**src/rtl/core/aps_pkg.sv**
```systemverilog
// shared types and constants for the aging priority scheduler
`default_nettype none
package aps_pkg;

    localparam int NUM_SLOTS_DEF = 16;

    localparam int CMD_W  = 2;
    localparam int SLOT_W = 4;
    localparam int PRI_W  = 8;
    localparam int AGE_W  = 8;
    localparam int ST_W   = 3;
    localparam int SUM_W  = 9;

    localparam int IN_BITS  = CMD_W + SLOT_W + PRI_W + ST_W;
    localparam int IN_W     = ((IN_BITS + 7) / 8) * 8;
    localparam int OUT_BITS = 1 + SLOT_W + SLOT_W;
    localparam int OUT_W    = ((OUT_BITS + 7) / 8) * 8;

    localparam logic [AGE_W-1:0] AGE_MAX = '1;

    // command codes
    localparam logic [CMD_W-1:0] CMD_TICK    = 2'd0;
    localparam logic [CMD_W-1:0] CMD_SET_PRI = 2'd1;
    localparam logic [CMD_W-1:0] CMD_SET_ST  = 2'd2;

    // slot status codes
    localparam logic [ST_W-1:0] ST_CREATED    = 3'd0;
    localparam logic [ST_W-1:0] ST_READY      = 3'd1;
    localparam logic [ST_W-1:0] ST_EXECUTING  = 3'd2;
    localparam logic [ST_W-1:0] ST_WAITING    = 3'd3;
    localparam logic [ST_W-1:0] ST_TERMINATED = 3'd4;

    // broadcast from the controller to every cell
    typedef struct packed {
        logic             commit;   // apply the outcome of a tick
        logic             found;    // tick picked a slot
        logic             wr_pri;   // write priority of the addressed slot
        logic             wr_st;    // write status of the addressed slot
        logic [PRI_W-1:0] pri;
        logic [ST_W-1:0]  st;
    } t_cell_ctl;

endpackage
`default_nettype wire

```
**src/rtl/core/aging_priority_scheduler_top.sv**
```systemverilog
// top level of the aging priority scheduler: command intake, search timing and result register
`default_nettype none
// Aging priority scheduler. Each request carries a command: a scheduling tick,
// a priority write or a status write for one task slot. Every request yields
// exactly one response {dispatched, next_slot, prev_slot}. Slots live in a row
// of NUM_SLOTS cells; a running best record (found, index, priority+age) is
// registered in each cell and passed to the next one every cycle, so the
// winner of a tick is known once the record has passed through every cell.
// Timing: the response to a priority or status write is registered as the
// write is accepted; a tick's response is registered once the record has
// crossed the cell row. One request is in work at a time; a new request is
// taken once the previous response has been delivered or is being taken.
// Ties go to the lowest slot index, ages saturate at 255, and a tick with no
// eligible slot (all waiting or terminated) reports dispatched = 0 and leaves
// every status and the running slot unchanged. Writes to a slot index at or
// beyond NUM_SLOTS, and status codes above terminated, are dropped.
module aging_priority_scheduler_top #(
    parameter int NUM_SLOTS = aps_pkg::NUM_SLOTS_DEF
) (
    input  wire logic                      i_clk,
    input  wire logic                      i_rst_n,
    // fields from bit 0: cmd[1:0], slot[5:2], priority_req[13:6], new_status[16:14]
    input  wire logic [aps_pkg::IN_W-1:0]  s_axis_tdata,
    input  wire logic                      s_axis_tvalid,
    output logic                           s_axis_tready,
    // fields from bit 0: dispatched[0], next_slot[4:1], prev_slot[8:5]
    output logic [aps_pkg::OUT_W-1:0]      m_axis_tdata,
    output logic                           m_axis_tvalid,
    input  wire logic                      m_axis_tready
);

    localparam int IDX_W = $clog2(NUM_SLOTS);
    localparam int CNT_W = $clog2(NUM_SLOTS);
    localparam int CMP_W = ((IDX_W > aps_pkg::SLOT_W) ? IDX_W : aps_pkg::SLOT_W) + 1;
    localparam logic [CNT_W-1:0] CNT_LAST = CNT_W'(NUM_SLOTS - 1);

    typedef enum logic {
        S_IDLE,
        S_SCAN
    } t_state;

    // request fields
    logic [aps_pkg::CMD_W-1:0]  w_cmd;
    logic [aps_pkg::SLOT_W-1:0] w_slot;
    logic [aps_pkg::PRI_W-1:0]  w_pri;
    logic [aps_pkg::ST_W-1:0]   w_st;

    assign w_cmd  = s_axis_tdata[1:0];
    assign w_slot = s_axis_tdata[5:2];
    assign w_pri  = s_axis_tdata[13:6];
    assign w_st   = s_axis_tdata[16:14];

    t_state                    r_state;
    logic [CNT_W-1:0]          r_cnt;
    logic [IDX_W-1:0]          r_run;
    logic                      r_out_valid;
    logic [aps_pkg::OUT_W-1:0] r_out_data;

    // search chain wiring, stage 0 is the empty record
    logic                      w_found [NUM_SLOTS+1];
    logic [IDX_W-1:0]          w_idx   [NUM_SLOTS+1];
    logic [aps_pkg::SUM_W-1:0] w_sum   [NUM_SLOTS+1];

    logic               w_out_free;
    logic               w_req;
    logic               w_slot_ok;
    logic               w_commit;
    logic               w_reply;
    logic               w_best_found;
    logic [IDX_W-1:0]   w_best;
    aps_pkg::t_cell_ctl w_ctl;

    assign w_out_free    = !r_out_valid || m_axis_tready;
    assign s_axis_tready = (r_state == S_IDLE) && w_out_free;
    assign w_req         = s_axis_tvalid && s_axis_tready;
    assign w_slot_ok     = CMP_W'(w_slot) < CMP_W'(NUM_SLOTS);

    // tick result is read off the end of the row once it has settled
    assign w_commit     = (r_state == S_SCAN) && (r_cnt == CNT_LAST) && w_out_free;
    assign w_best_found = w_found[NUM_SLOTS];
    assign w_best       = w_idx[NUM_SLOTS];

    // a response is loaded for every write at once and for a tick at commit
    assign w_reply = (w_req && (w_cmd != aps_pkg::CMD_TICK)) || w_commit;

    always_comb begin
        w_ctl        = '0;
        w_ctl.commit = w_commit;
        w_ctl.found  = w_best_found;
        w_ctl.wr_pri = w_req && (w_cmd == aps_pkg::CMD_SET_PRI) && w_slot_ok;
        w_ctl.wr_st  = w_req && (w_cmd == aps_pkg::CMD_SET_ST) && w_slot_ok
                       && (w_st <= aps_pkg::ST_TERMINATED);
        w_ctl.pri    = w_pri;
        w_ctl.st     = w_st;
    end

    assign w_found[0] = 1'b0;
    assign w_idx[0]   = '0;
    assign w_sum[0]   = '0;

    for (genvar g = 0; g < NUM_SLOTS; g++) begin : g_cell
        aps_cell #(
            .IDX_W (IDX_W),
            .IDX   (g)
        ) u_cell (
            .i_clk   (i_clk),
            .i_rst_n (i_rst_n),
            .i_ctl   (w_ctl),
            .i_addr  (IDX_W'(w_slot)),
            .i_best  (w_best),
            .i_prev  (r_run),
            .i_found (w_found[g]),
            .i_idx   (w_idx[g]),
            .i_sum   (w_sum[g]),
            .o_found (w_found[g+1]),
            .o_idx   (w_idx[g+1]),
            .o_sum   (w_sum[g+1])
        );
    end

    always_ff @(posedge i_clk) begin
        if (!i_rst_n) begin
            r_state     <= S_IDLE;
            r_cnt       <= '0;
            r_run       <= '0;
            r_out_valid <= 1'b0;
            r_out_data  <= '0;
        end else begin
            if (w_reply) begin
                r_out_valid <= 1'b1;
            end else if (r_out_valid && m_axis_tready) begin
                r_out_valid <= 1'b0;
            end
            case (r_state)
                S_IDLE: begin
                    if (w_req) begin
                        if (w_cmd == aps_pkg::CMD_TICK) begin
                            r_state <= S_SCAN;
                            r_cnt   <= '0;
                        end else begin
                            // writes and the unused code answer at once
                            r_out_data  <= aps_pkg::OUT_W'({aps_pkg::SLOT_W'(r_run),
                                                            aps_pkg::SLOT_W'(0), 1'b0});
                        end
                    end
                end
                S_SCAN: begin
                    if (r_cnt != CNT_LAST) begin
                        r_cnt <= r_cnt + 1'b1;
                    end else if (w_commit) begin
                        r_state     <= S_IDLE;
                        if (w_best_found) begin
                            r_run      <= w_best;
                            r_out_data <= aps_pkg::OUT_W'({aps_pkg::SLOT_W'(r_run),
                                                           aps_pkg::SLOT_W'(w_best), 1'b1});
                        end else begin
                            r_out_data <= aps_pkg::OUT_W'({aps_pkg::SLOT_W'(r_run),
                                                           aps_pkg::SLOT_W'(0), 1'b0});
                        end
                    end
                end
                default: begin
                    r_state <= S_IDLE;
                end
            endcase
        end
    end

    assign m_axis_tvalid = r_out_valid;
    assign m_axis_tdata  = r_out_data;

endmodule
`default_nettype wire

```
**src/rtl/core/aps_cell.sv**
```systemverilog
// one task slot: holds priority, age and status, and one stage of the search chain
`default_nettype none
module aps_cell #(
    parameter int IDX_W = 4,
    parameter int IDX   = 0
) (
    input  wire logic                        i_clk,
    input  wire logic                        i_rst_n,
    input  wire aps_pkg::t_cell_ctl          i_ctl,
    input  wire logic [IDX_W-1:0]            i_addr,
    input  wire logic [IDX_W-1:0]            i_best,
    input  wire logic [IDX_W-1:0]            i_prev,
    input  wire logic                        i_found,
    input  wire logic [IDX_W-1:0]            i_idx,
    input  wire logic [aps_pkg::SUM_W-1:0]   i_sum,
    output logic                             o_found,
    output logic [IDX_W-1:0]                 o_idx,
    output logic [aps_pkg::SUM_W-1:0]        o_sum
);

    localparam logic [IDX_W-1:0] MY_IDX = IDX_W'(IDX);

    logic [aps_pkg::PRI_W-1:0] r_pri;
    logic [aps_pkg::AGE_W-1:0] r_age;
    logic [aps_pkg::ST_W-1:0]  r_st;
    logic [aps_pkg::PRI_W-1:0] n_pri;
    logic [aps_pkg::AGE_W-1:0] n_age;
    logic [aps_pkg::ST_W-1:0]  n_st;

    logic                      r_found;
    logic [IDX_W-1:0]          r_idx;
    logic [aps_pkg::SUM_W-1:0] r_sum;

    logic [aps_pkg::SUM_W-1:0] w_sum;
    logic                      w_elig;
    logic                      w_take;

    assign w_sum  = {1'b0, r_pri} + {1'b0, r_age};
    assign w_elig = (r_st != aps_pkg::ST_WAITING) && (r_st != aps_pkg::ST_TERMINATED);
    assign w_take = w_elig && (!i_found || (w_sum > i_sum));

    always_comb begin
        n_pri = r_pri;
        n_age = r_age;
        n_st  = r_st;
        if (i_ctl.commit) begin
            if (r_age != aps_pkg::AGE_MAX) begin
                n_age = r_age + 1'b1;
            end
            if (i_ctl.found) begin
                if (MY_IDX == i_best) begin
                    n_age = '0;
                    n_st  = aps_pkg::ST_EXECUTING;
                end else if ((MY_IDX == i_prev) && (r_st == aps_pkg::ST_EXECUTING)) begin
                    n_st  = aps_pkg::ST_READY;
                end
            end
        end
        if (i_ctl.wr_pri && (i_addr == MY_IDX)) begin
            n_pri = i_ctl.pri;
        end
        if (i_ctl.wr_st && (i_addr == MY_IDX)) begin
            n_st = i_ctl.st;
        end
    end

    always_ff @(posedge i_clk) begin
        if (!i_rst_n) begin
            r_pri   <= '0;
            r_age   <= '0;
            r_st    <= aps_pkg::ST_TERMINATED;
            r_found <= 1'b0;
            r_idx   <= '0;
            r_sum   <= '0;
        end else begin
            r_pri   <= n_pri;
            r_age   <= n_age;
            r_st    <= n_st;
            r_found <= i_found || w_take;
            r_idx   <= w_take ? MY_IDX : i_idx;
            r_sum   <= w_take ? w_sum : i_sum;
        end
    end

    assign o_found = r_found;
    assign o_idx   = r_idx;
    assign o_sum   = r_sum;

endmodule
`default_nettype wire

```
**config.mk**
```make
export PLATFORM = sky130hd
export DESIGN_NAME = aging_priority_scheduler_top
export DESIGN_NICKNAME = d
export VERILOG_FILES = /design/src/rtl/core/aps_pkg.sv /design/src/rtl/core/aging_priority_scheduler_top.sv /design/src/rtl/core/aps_cell.sv
export SDC_FILE = /design/constraint.sdc
export NUM_CORES = 1
export LEC_CHECK = 0
export ABC_AREA = 0
export BUFFER_PORTS_ARGS = -buffer_cell sky130_fd_sc_hd__buf_2
export CAP_MARGIN = 5
export CORE_MARGIN = 1
export CORE_UTILIZATION = 55
export CTS_CLUSTER_SIZE = 40
export DETAILED_ROUTE_END_ITERATION = 10
export PLACE_DENSITY = 0.74
export SYNTH_ARGS = -nofsm -noshare
export SYNTH_HDL_FRONTEND = slang
export SYNTH_SLANG_ARGS = --single-unit
```
**constraint.sdc**
```tcl
create_clock -name i_clk -period 3.1 [get_ports i_clk]
set_input_delay 0.62 -clock i_clk [delete_from_list [all_inputs] [get_ports i_clk]]
set_output_delay 0.62 -clock i_clk [all_outputs]
set_load 0.03 [all_outputs]
```
==> flow_metrics.env, run 1 <==
export IMPL_yosys_area_share_simple=0.209
export IMPL_crit_fanout=5
export IMPL_dpl_cell_area_mm2=0.0314
export IMPL_synth_seq_area_share=0.359
export IMPL_place_detailed_hpwl_mm=53.2
export IMPL_synth_top_family_by_area="simple AND/OR/NAND/NOR gates"
export IMPL_synthAdderAreaFrac=0.131
export IMPL_synth_compound_area_frac=0.158
export IMPL_final_hold_violation_count=0
export IMPL_setup_viol=69
export IMPL_routed_via_density=5.79
export IMPL_die_w_um=232
export IMPL_muxShareOfSynthArea=0.0497
export IMPL_die_y_um=232
export IMPL_finalMaxSlewViolations=0
export IMPL_ir_drop_v=0.000457
export IMPL_drtAntennaViolNets=0
export IMPL_cap_viol_max_count=0
export IMPL_wirelength_mm=80.2
export IMPL_p_switching_mw=3.18
export IMPL_wire_per_inst_um=18.0
export IMPL_fin_ws_ns=-0.245
export IMPL_avgSynthCellArea_um2=8.38
export IMPL_antenna_cells=0
export IMPL_startpoint_type="flip-flop"
export IMPL_ys_flop_type="dfxtp_1"
export IMPL_tightest_slew_ns=0.922
export IMPL_cp_required_ns=3.59
export IMPL_fill_cells=4058
export IMPL_numCtsBuffers=55
export IMPL_relSlewSlack=0.386
export IMPL_dr_pass1_iters=5
export IMPL_syn2layout_area_growth_pct=21.0
export IMPL_arrival_ns=3.84
export IMPL_vias=25800
export IMPL_core_area_mm2=0.0524
export IMPL_seq_power_share=0.472
export IMPL_ys_ff_latch=523
export IMPL_tns_ns=-5.56
export IMPL_synth_async_sr_flop_share=0
export IMPL_violations="negative setup slack"
export IMPL_clock_latency_ns=0.62
export IMPL_rows=84
export IMPL_period_minus_slack_ns=3.35
export IMPL_grt_pass1_wl_mm=122
export IMPL_drc=0
export IMPL_post_place_ws_ns=-0.566
export IMPL_track_usage=0.282
export IMPL_rsz0062_at_grt="yes"
export IMPL_cts_num_sinks=523
export IMPL_grt_max_degree=86
export IMPL_globalplace_congestion=0.885
export IMPL_holdCritPathClass="in2reg"
export IMPL_antenna_found_initial=5
export IMPL_p_leak_nw=14.6
export IMPL_grt_pass1_vias=24100
export IMPL_h_tree_depth=2
export IMPL_ys_types=85
export IMPL_combPwrFrac=0.038
export IMPL_overflow=0
export IMPL_synth_edf_count=0
export IMPL_p_int_mw=11.1
export IMPL_power_per_cell_area_mw_per_mm2=406
export IMPL_cts_max_path_buffers=3
export IMPL_nNetsFinal=4055
export IMPL_clkTransAtPathRegs_ns=0.06
export IMPL_synth_xor_area_frac=0.0435
export IMPL_cts_tree="done"
export IMPL_initial_core_util=0.556
export IMPL_drt_iter0_markers=1764
export IMPL_portBuffers=31
export IMPL_skew_ns=0.0214
export IMPL_postLayoutCellArea_mm2=0.0353
export IMPL_syn_cell_area_mm2=0.0292
export IMPL_final_util=0.673
export IMPL_critPathKind="reg2reg"
export IMPL_synthCells=3480
export IMPL_layout_drive_gt1_share=0.188
export IMPL_ioPinCount=46
export IMPL_holdBufCountCts=0
export IMPL_sw_frac_of_total=0.222
export IMPL_fp_dieArea_mm2=0.0540
export IMPL_synth_warnings=0
export IMPL_timing_final_crit_share=1.08
export IMPL_pwr_share_clk=0.490
export IMPL_max_clock_freq_ghz=0.299
export IMPL_cp_end_kind="flip-flop"
export IMPL_status="finished, violations left"
export IMPL_cts_root_buf="clkbuf_16"
-- worst paths after layout --
path	from	to	slack, ns	cells past startpoint
max	g_cell[2].u_cell.r_pri[0]$_SDFFE_PN0P_	g_cell[2].u_cell.o_sum[0]$_SDFF_PN0_	-0.25	15
min	s_axis_tvalid	r_state$_SDFF_PN0_	0.40	3
max reg2reg	g_cell[2].u_cell.r_pri[0]$_SDFFE_PN0P_	g_cell[2].u_cell.o_sum[0]$_SDFF_PN0_	-0.25	15
min reg2reg	g_cell[12].u_cell.o_idx[3]$_SDFF_PN0_	g_cell[13].u_cell.o_idx[3]$_SDFF_PN0_	0.43	2
-- metal layers --
metal	up-vias	GRT usage	routed length, µm
li1	12700	-	-
met2	766	0.481	38100
met1	12100	0.350	33500
met4	10	0.125	3370
met3	224	0.0441	5170
met5	-	0	64
-- final cells by class --
cell class	count	area, µm²	area share
clock inverters	19	304	0.00861
flip-flops and latches	523	10500	0.298
repair buffers	323	2590	0.0735
clock buffers	79	1620	0.0458
well taps	688	861	0.0244
inverters	209	792	0.0224
multi-input cells	2619	18600	0.527
-- placed cells by master (no fill, tap or decap), types with 40 or more instances in the layout --
cell       count
buf_4        255
inv_1        202
ha_1         253
clkbuf_16     56
nor2b_1       49
a21oi_1      220
o21ai_0       78
dfxtp_1      491
nor3_1        60
nand4_1       90
and3_1        40
nand2_1      285
nor2_1       478
a211oi_1      61
xnor2_1       57
nand3_1      172
a21o_1        51
mux2i_1      132
xor2_1        85
-- state kept, by name, summed over array words and instances, names as in the netlist --
name and count:
r_run 4, g_cell.u_cell.o_idx 49, g_cell.u_cell.r_pri 128, g_cell.u_cell.r_age 128, r_cnt 4, m_axis_tvalid 1, m_axis_tdata 9, g_cell.u_cell.o_sum 135
r_state 1, g_cell.u_cell.r_st 48, g_cell.u_cell.o_found 16
-- what timing repair did --
action                     in CTS  in global routing
cloned                          4                  1
pin swaps                      83                148
gates resized for setup       130                207
buffers inserted               42                 46
setup endpoints to repair     161                175
-- power groups by stage --
stage,combinational [mW],clock (mW),sequential (mW)
finish,0.539,7.02,6.76
global route,0.568,7.38,6.76
CTS,0.504,7.10,6.76
detailed placement,0.492,0,6.91
global placement,0.489,0,6.91
floorplan,0.308,0,6.90
-- stage by stage --
stage / hold slack, ns / total power [mW] / cells
3_3_place_gp: 0.405 / 7.40 / 4276
3_5_place_dp: 0.410 / 7.40 / 4276
2_1_floorplan: 0.400 / 7.21 / 3486
5_1_grt: 0.438 / 14.7 / 4460
6_report: 0.401 / 14.3 / 4460
4_1_cts: 0.368 / 14.4 / 4417
-- Yosys cell counts, types with 5 or more instances --
master,count,area [µm²]
nor2_1,496,1860
a31oi_4,5,106
nand3_1,177,886
o211a_1,6,60.1
a21boi_0,15,113
inv_1,207,777
o21ai_1,9,45.0
a31o_2,5,43.8
nor2_2,5,31.3
ha_1,280,3500
nand2b_1,27,169
o21bai_1,6,45.0
buf_1,5,18.8
and2_1,10,62.6
nand2_1,290,1090
nor3b_1,5,37.5
dfxtp_1,523,10500
o21ai_0,118,591
or3_1,6,37.5
o31ai_1,19,143
a2111o_1,5,56.3
and3_1,44,275
nor2b_1,51,319
xnor2_1,60,526
a31oi_1,20,125
o211ai_1,34,255
buf_2,18,90.1
xor2_1,85,744
and3b_1,6,52.6
buf_4,14,105
a21o_1,51,383
fa_1,16,320
mux2i_1,145,1450
buf_6,6,67.6
nand4_1,90,563
a41oi_1,5,43.8
o21a_1,31,233
clkbuf_1,95,357
and4_1,7,61.3
nor3_1,62,310
a21oi_1,251,1260
o22ai_1,7,43.8
o2111ai_1,11,96.3
a211oi_1,83,623
-- kinds of logic after synthesis --
logic type | Yosys count
AND/OR/NAND/NOR | 1308
other | 1
adder cells (fa/ha/maj) | 296
AO/OA/AOI/OAI | 713
buffers and inverters | 349
XOR/XNOR | 145
multiplexers | 145
flip-flops | 523
-- worst max-delay path, cell delays in order, from the launching register on --
cell and delay [ns]:
dfxtp_2 0.34, ha_4 0.16, fa_2 0.37, a211oi_2 0.26, nor2_2 0.08, buf_4 0.15, o21ai_2 0.13, a21boi_2 0.08
ha_1 0.32, buf_4 0.12, nand4_1 0.15, o211ai_1 0.20, o311ai_4 0.19, nor2_4 0.28, mux2i_1 0.30, nor2_1 0.09
Power figures use the tool's default switching activity.
==> run 2: changes to the inputs <==
--- a/config.mk
+++ b/config.mk
@@ -9,10 +9,10 @@
 export BUFFER_PORTS_ARGS = -buffer_cell sky130_fd_sc_hd__buf_2
 export CAP_MARGIN = 5
 export CORE_MARGIN = 1
-export CORE_UTILIZATION = 55
+export CORE_UTILIZATION = 58
 export CTS_CLUSTER_SIZE = 40
 export DETAILED_ROUTE_END_ITERATION = 10
-export PLACE_DENSITY = 0.74
+export PLACE_DENSITY = 0.77
 export SYNTH_ARGS = -nofsm -noshare
 export SYNTH_HDL_FRONTEND = slang
 export SYNTH_SLANG_ARGS = --single-unit
==> flow_metrics.env, run 2 (synthesis gave the netlist of run 1 again) <==
export IMPL_status="finished, violations left"
export IMPL_violations="negative setup slack"
export IMPL_relSlewSlack=0.376
export IMPL_cp_end_kind="flip-flop"
export IMPL_skew_ns=0.0190
export IMPL_routed_via_density=6.05
export IMPL_cts_num_sinks=523
export IMPL_final_util=0.713
export IMPL_fin_ws_ns=-0.218
export IMPL_drt_iter0_markers=2441
export IMPL_hold_depth=2
export IMPL_final_cell_mix="dfxtp_1, nor2_1, nand2_1, ha_1, buf_4"
export IMPL_setup_viol=72
export IMPL_die_y_um=226
export IMPL_startpoint_type="flip-flop"
export IMPL_power_mw=14.2
export IMPL_layout_drive_gt1_share=0.187
export IMPL_drtAntennaViolNets=0
export IMPL_rows=81
export IMPL_place_detailed_hpwl_mm=58.2
export IMPL_nNetsFinal=4019
export IMPL_finalMaxSlewViolations=0
export IMPL_wire_per_inst_um=19.5
export IMPL_layout_cells_non_filler=4406
export IMPL_critPathKind="reg2reg"
export IMPL_dr_pass1_iters=6
export IMPL_largest_register_ffs=135
export IMPL_drc=0
export IMPL_grt_pass1_vias=26000
export IMPL_holdPathEnd="g_cell[15].u_cell.o_idx[2]$_SDFF_PN0_"
export IMPL_whs_ns=0.432
export IMPL_rsz0062_at_grt="yes"
export IMPL_vias=26700
export IMPL_clkTransAtPathRegs_ns=0.06
export IMPL_tightest_slew_ns=0.932
export IMPL_timing_final_crit_share=1.07
export IMPL_crit_fanout=8
export IMPL_cts_tree="done"
export IMPL_dp_cells=4230
export IMPL_rr_worst_depth=14
export IMPL_antenna_found_initial=7
export IMPL_syn2layout_area_growth_pct=20.3
export IMPL_numCtsBuffers=55
export IMPL_hold_path_startpoint="g_cell[14].u_cell.o_idx[2]$_SDFF_PN0_"
export IMPL_period_minus_slack_ns=3.32
export IMPL_h_tree_depth=2
export IMPL_holdCritPathClass="reg2reg"
export IMPL_portBuffers=31
export IMPL_final_hold_violation_count=0
export IMPL_cts_max_path_buffers=3
export IMPL_cap_viol_max_count=0
export IMPL_power_per_cell_area_mw_per_mm2=404
export IMPL_die_w_um=226
export IMPL_track_usage=0.324
export IMPL_core_area_mm2=0.0493
export IMPL_wirelength_mm=86.1
export IMPL_globalplace_congestion=0.937
export IMPL_grt_pass1_wl_mm=132
export IMPL_initial_core_util=0.592
export IMPL_cts_root_buf="clkbuf_16"
export IMPL_timing_rr_start="g_cell[1].u_cell.r_pri[0]$_SDFFE_PN0P_"
export IMPL_max_clock_freq_ghz=0.301
export IMPL_ir_drop_v=0.000512
export IMPL_overflow=0
export IMPL_clock_latency_ns=0.61
export IMPL_arrival_ns=3.80
export IMPL_grt_max_degree=105
export IMPL_holdBufCountCts=0
export IMPL_cp_required_ns=3.58
export IMPL_final_common_cell="dfxtp_1"
export IMPL_p_leak_nw=14.3
export IMPL_worst_r2r_setup_slack_ns=-0.22
export IMPL_ioPinCount=46
export IMPL_fp_dieArea_mm2=0.0512
export IMPL_r2r_end="g_cell[1].u_cell.o_sum[1]$_SDFF_PN0_"
[run 2: cell types whose count changed in the layout (fill, tap and decap cells not counted), moves of 4 or more]
cell / change
buf_6: -5
nor2_1: -6
nand3_2: -4
ha_1: -7
a211oi_2: +6
bufinv_16: -4
a211oi_1: -5
ha_4: +7
buf_4: -32
nor2_2: +5
[run 2: worst max-delay path by stage]
stage	startpoint	to	depth (start not counted)
detailed placement	g_cell[5].u_cell.r_age[0]$_SDFFE_PN0P_	g_cell[5].u_cell.o_sum[8]$_SDFF_PN0_	13
global placement	g_cell[5].u_cell.r_age[0]$_SDFFE_PN0P_	g_cell[5].u_cell.o_sum[6]$_SDFF_PN0_	13
floorplan	g_cell[1].u_cell.r_age[0]$_SDFFE_PN0P_	g_cell[1].u_cell.o_sum[1]$_SDFF_PN0_	15
finish	g_cell[1].u_cell.r_pri[0]$_SDFFE_PN0P_	g_cell[1].u_cell.o_sum[1]$_SDFF_PN0_	14
CTS	g_cell[1].u_cell.r_pri[0]$_SDFFE_PN0P_	g_cell[1].u_cell.o_sum[1]$_SDFF_PN0_	14
global route	g_cell[1].u_cell.r_age[0]$_SDFFE_PN0P_	g_cell[1].u_cell.o_sum[1]$_SDFF_PN0_	14
[run 2: critical path, cell delays in order (launching register included)]
cell       delay [ns]
dfxtp_2          0.33
ha_4             0.16
fa_2             0.37
a211oi_2         0.23
nor2_2           0.09
o31ai_4          0.20
a21boi_2         0.22
ha_1             0.25
and3_4           0.16
a221o_2          0.38
a2111oi_4        0.21
or4_4            0.20
buf_8            0.13
mux2i_1          0.20
nor2_1           0.05
[run 2: layout make-up]
class / instances / area [µm²]
Clock buffer: 84 / 1680
Multi-Input combinational cell: 2621 / 18800
Timing Repair Buffer: 285 / 2270
Clock inverter: 17 / 204
Antenna cell: 3 / 7.51
Sequential cell: 523 / 10500
Tap cell: 664 / 831
Inverter: 209 / 800
Fill cell: 3676 / 14200
[run 2: where the power goes]
group | internal, mW | switching (mW)
combinational | 0.136 | 0.411
sequential | 6.74 | 0.0187
clock | 4.05 | 2.81
total | 10.9 | 3.24
[run 2: timing repair]
action	4_1_cts	5_1_grt
gates resized for setup	146	216
endpoints found under the setup margin	167	173
pin swaps	82	137
cloned	7	2
buffers inserted	26	40
[run 2: per-layer routing]
| metal | GRT usage | share of wire | vias up | wire length [µm] |
|---|---|---|---|---|
| li1 | - | - | 12700 | - |
| met1 | 0.381 | 0.40 | 12700 | 34200 |
| met2 | 0.557 | 0.48 | 1008 | 41200 |
| met3 | 0.0568 | 0.068 | 319 | 5860 |
| met4 | 0.178 | 0.056 | 8 | 4780 |
| met5 | 0 | 0.00067 | - | 58 |
[run 2: stage by stage]
stage / setup WS [ns] / setup TNS [ns] / cell area [µm²]
after floorplan: -0.167 / -1.23 / 29400
after global placement: -0.466 / -13.46 / 31200
after detailed placement: -0.691 / -26.79 / 31200
after CTS: -0.199 / -4.80 / 33900
after global routing: -0.351 / -19.02 / 35100
final: -0.218 / -6.18 / 35100
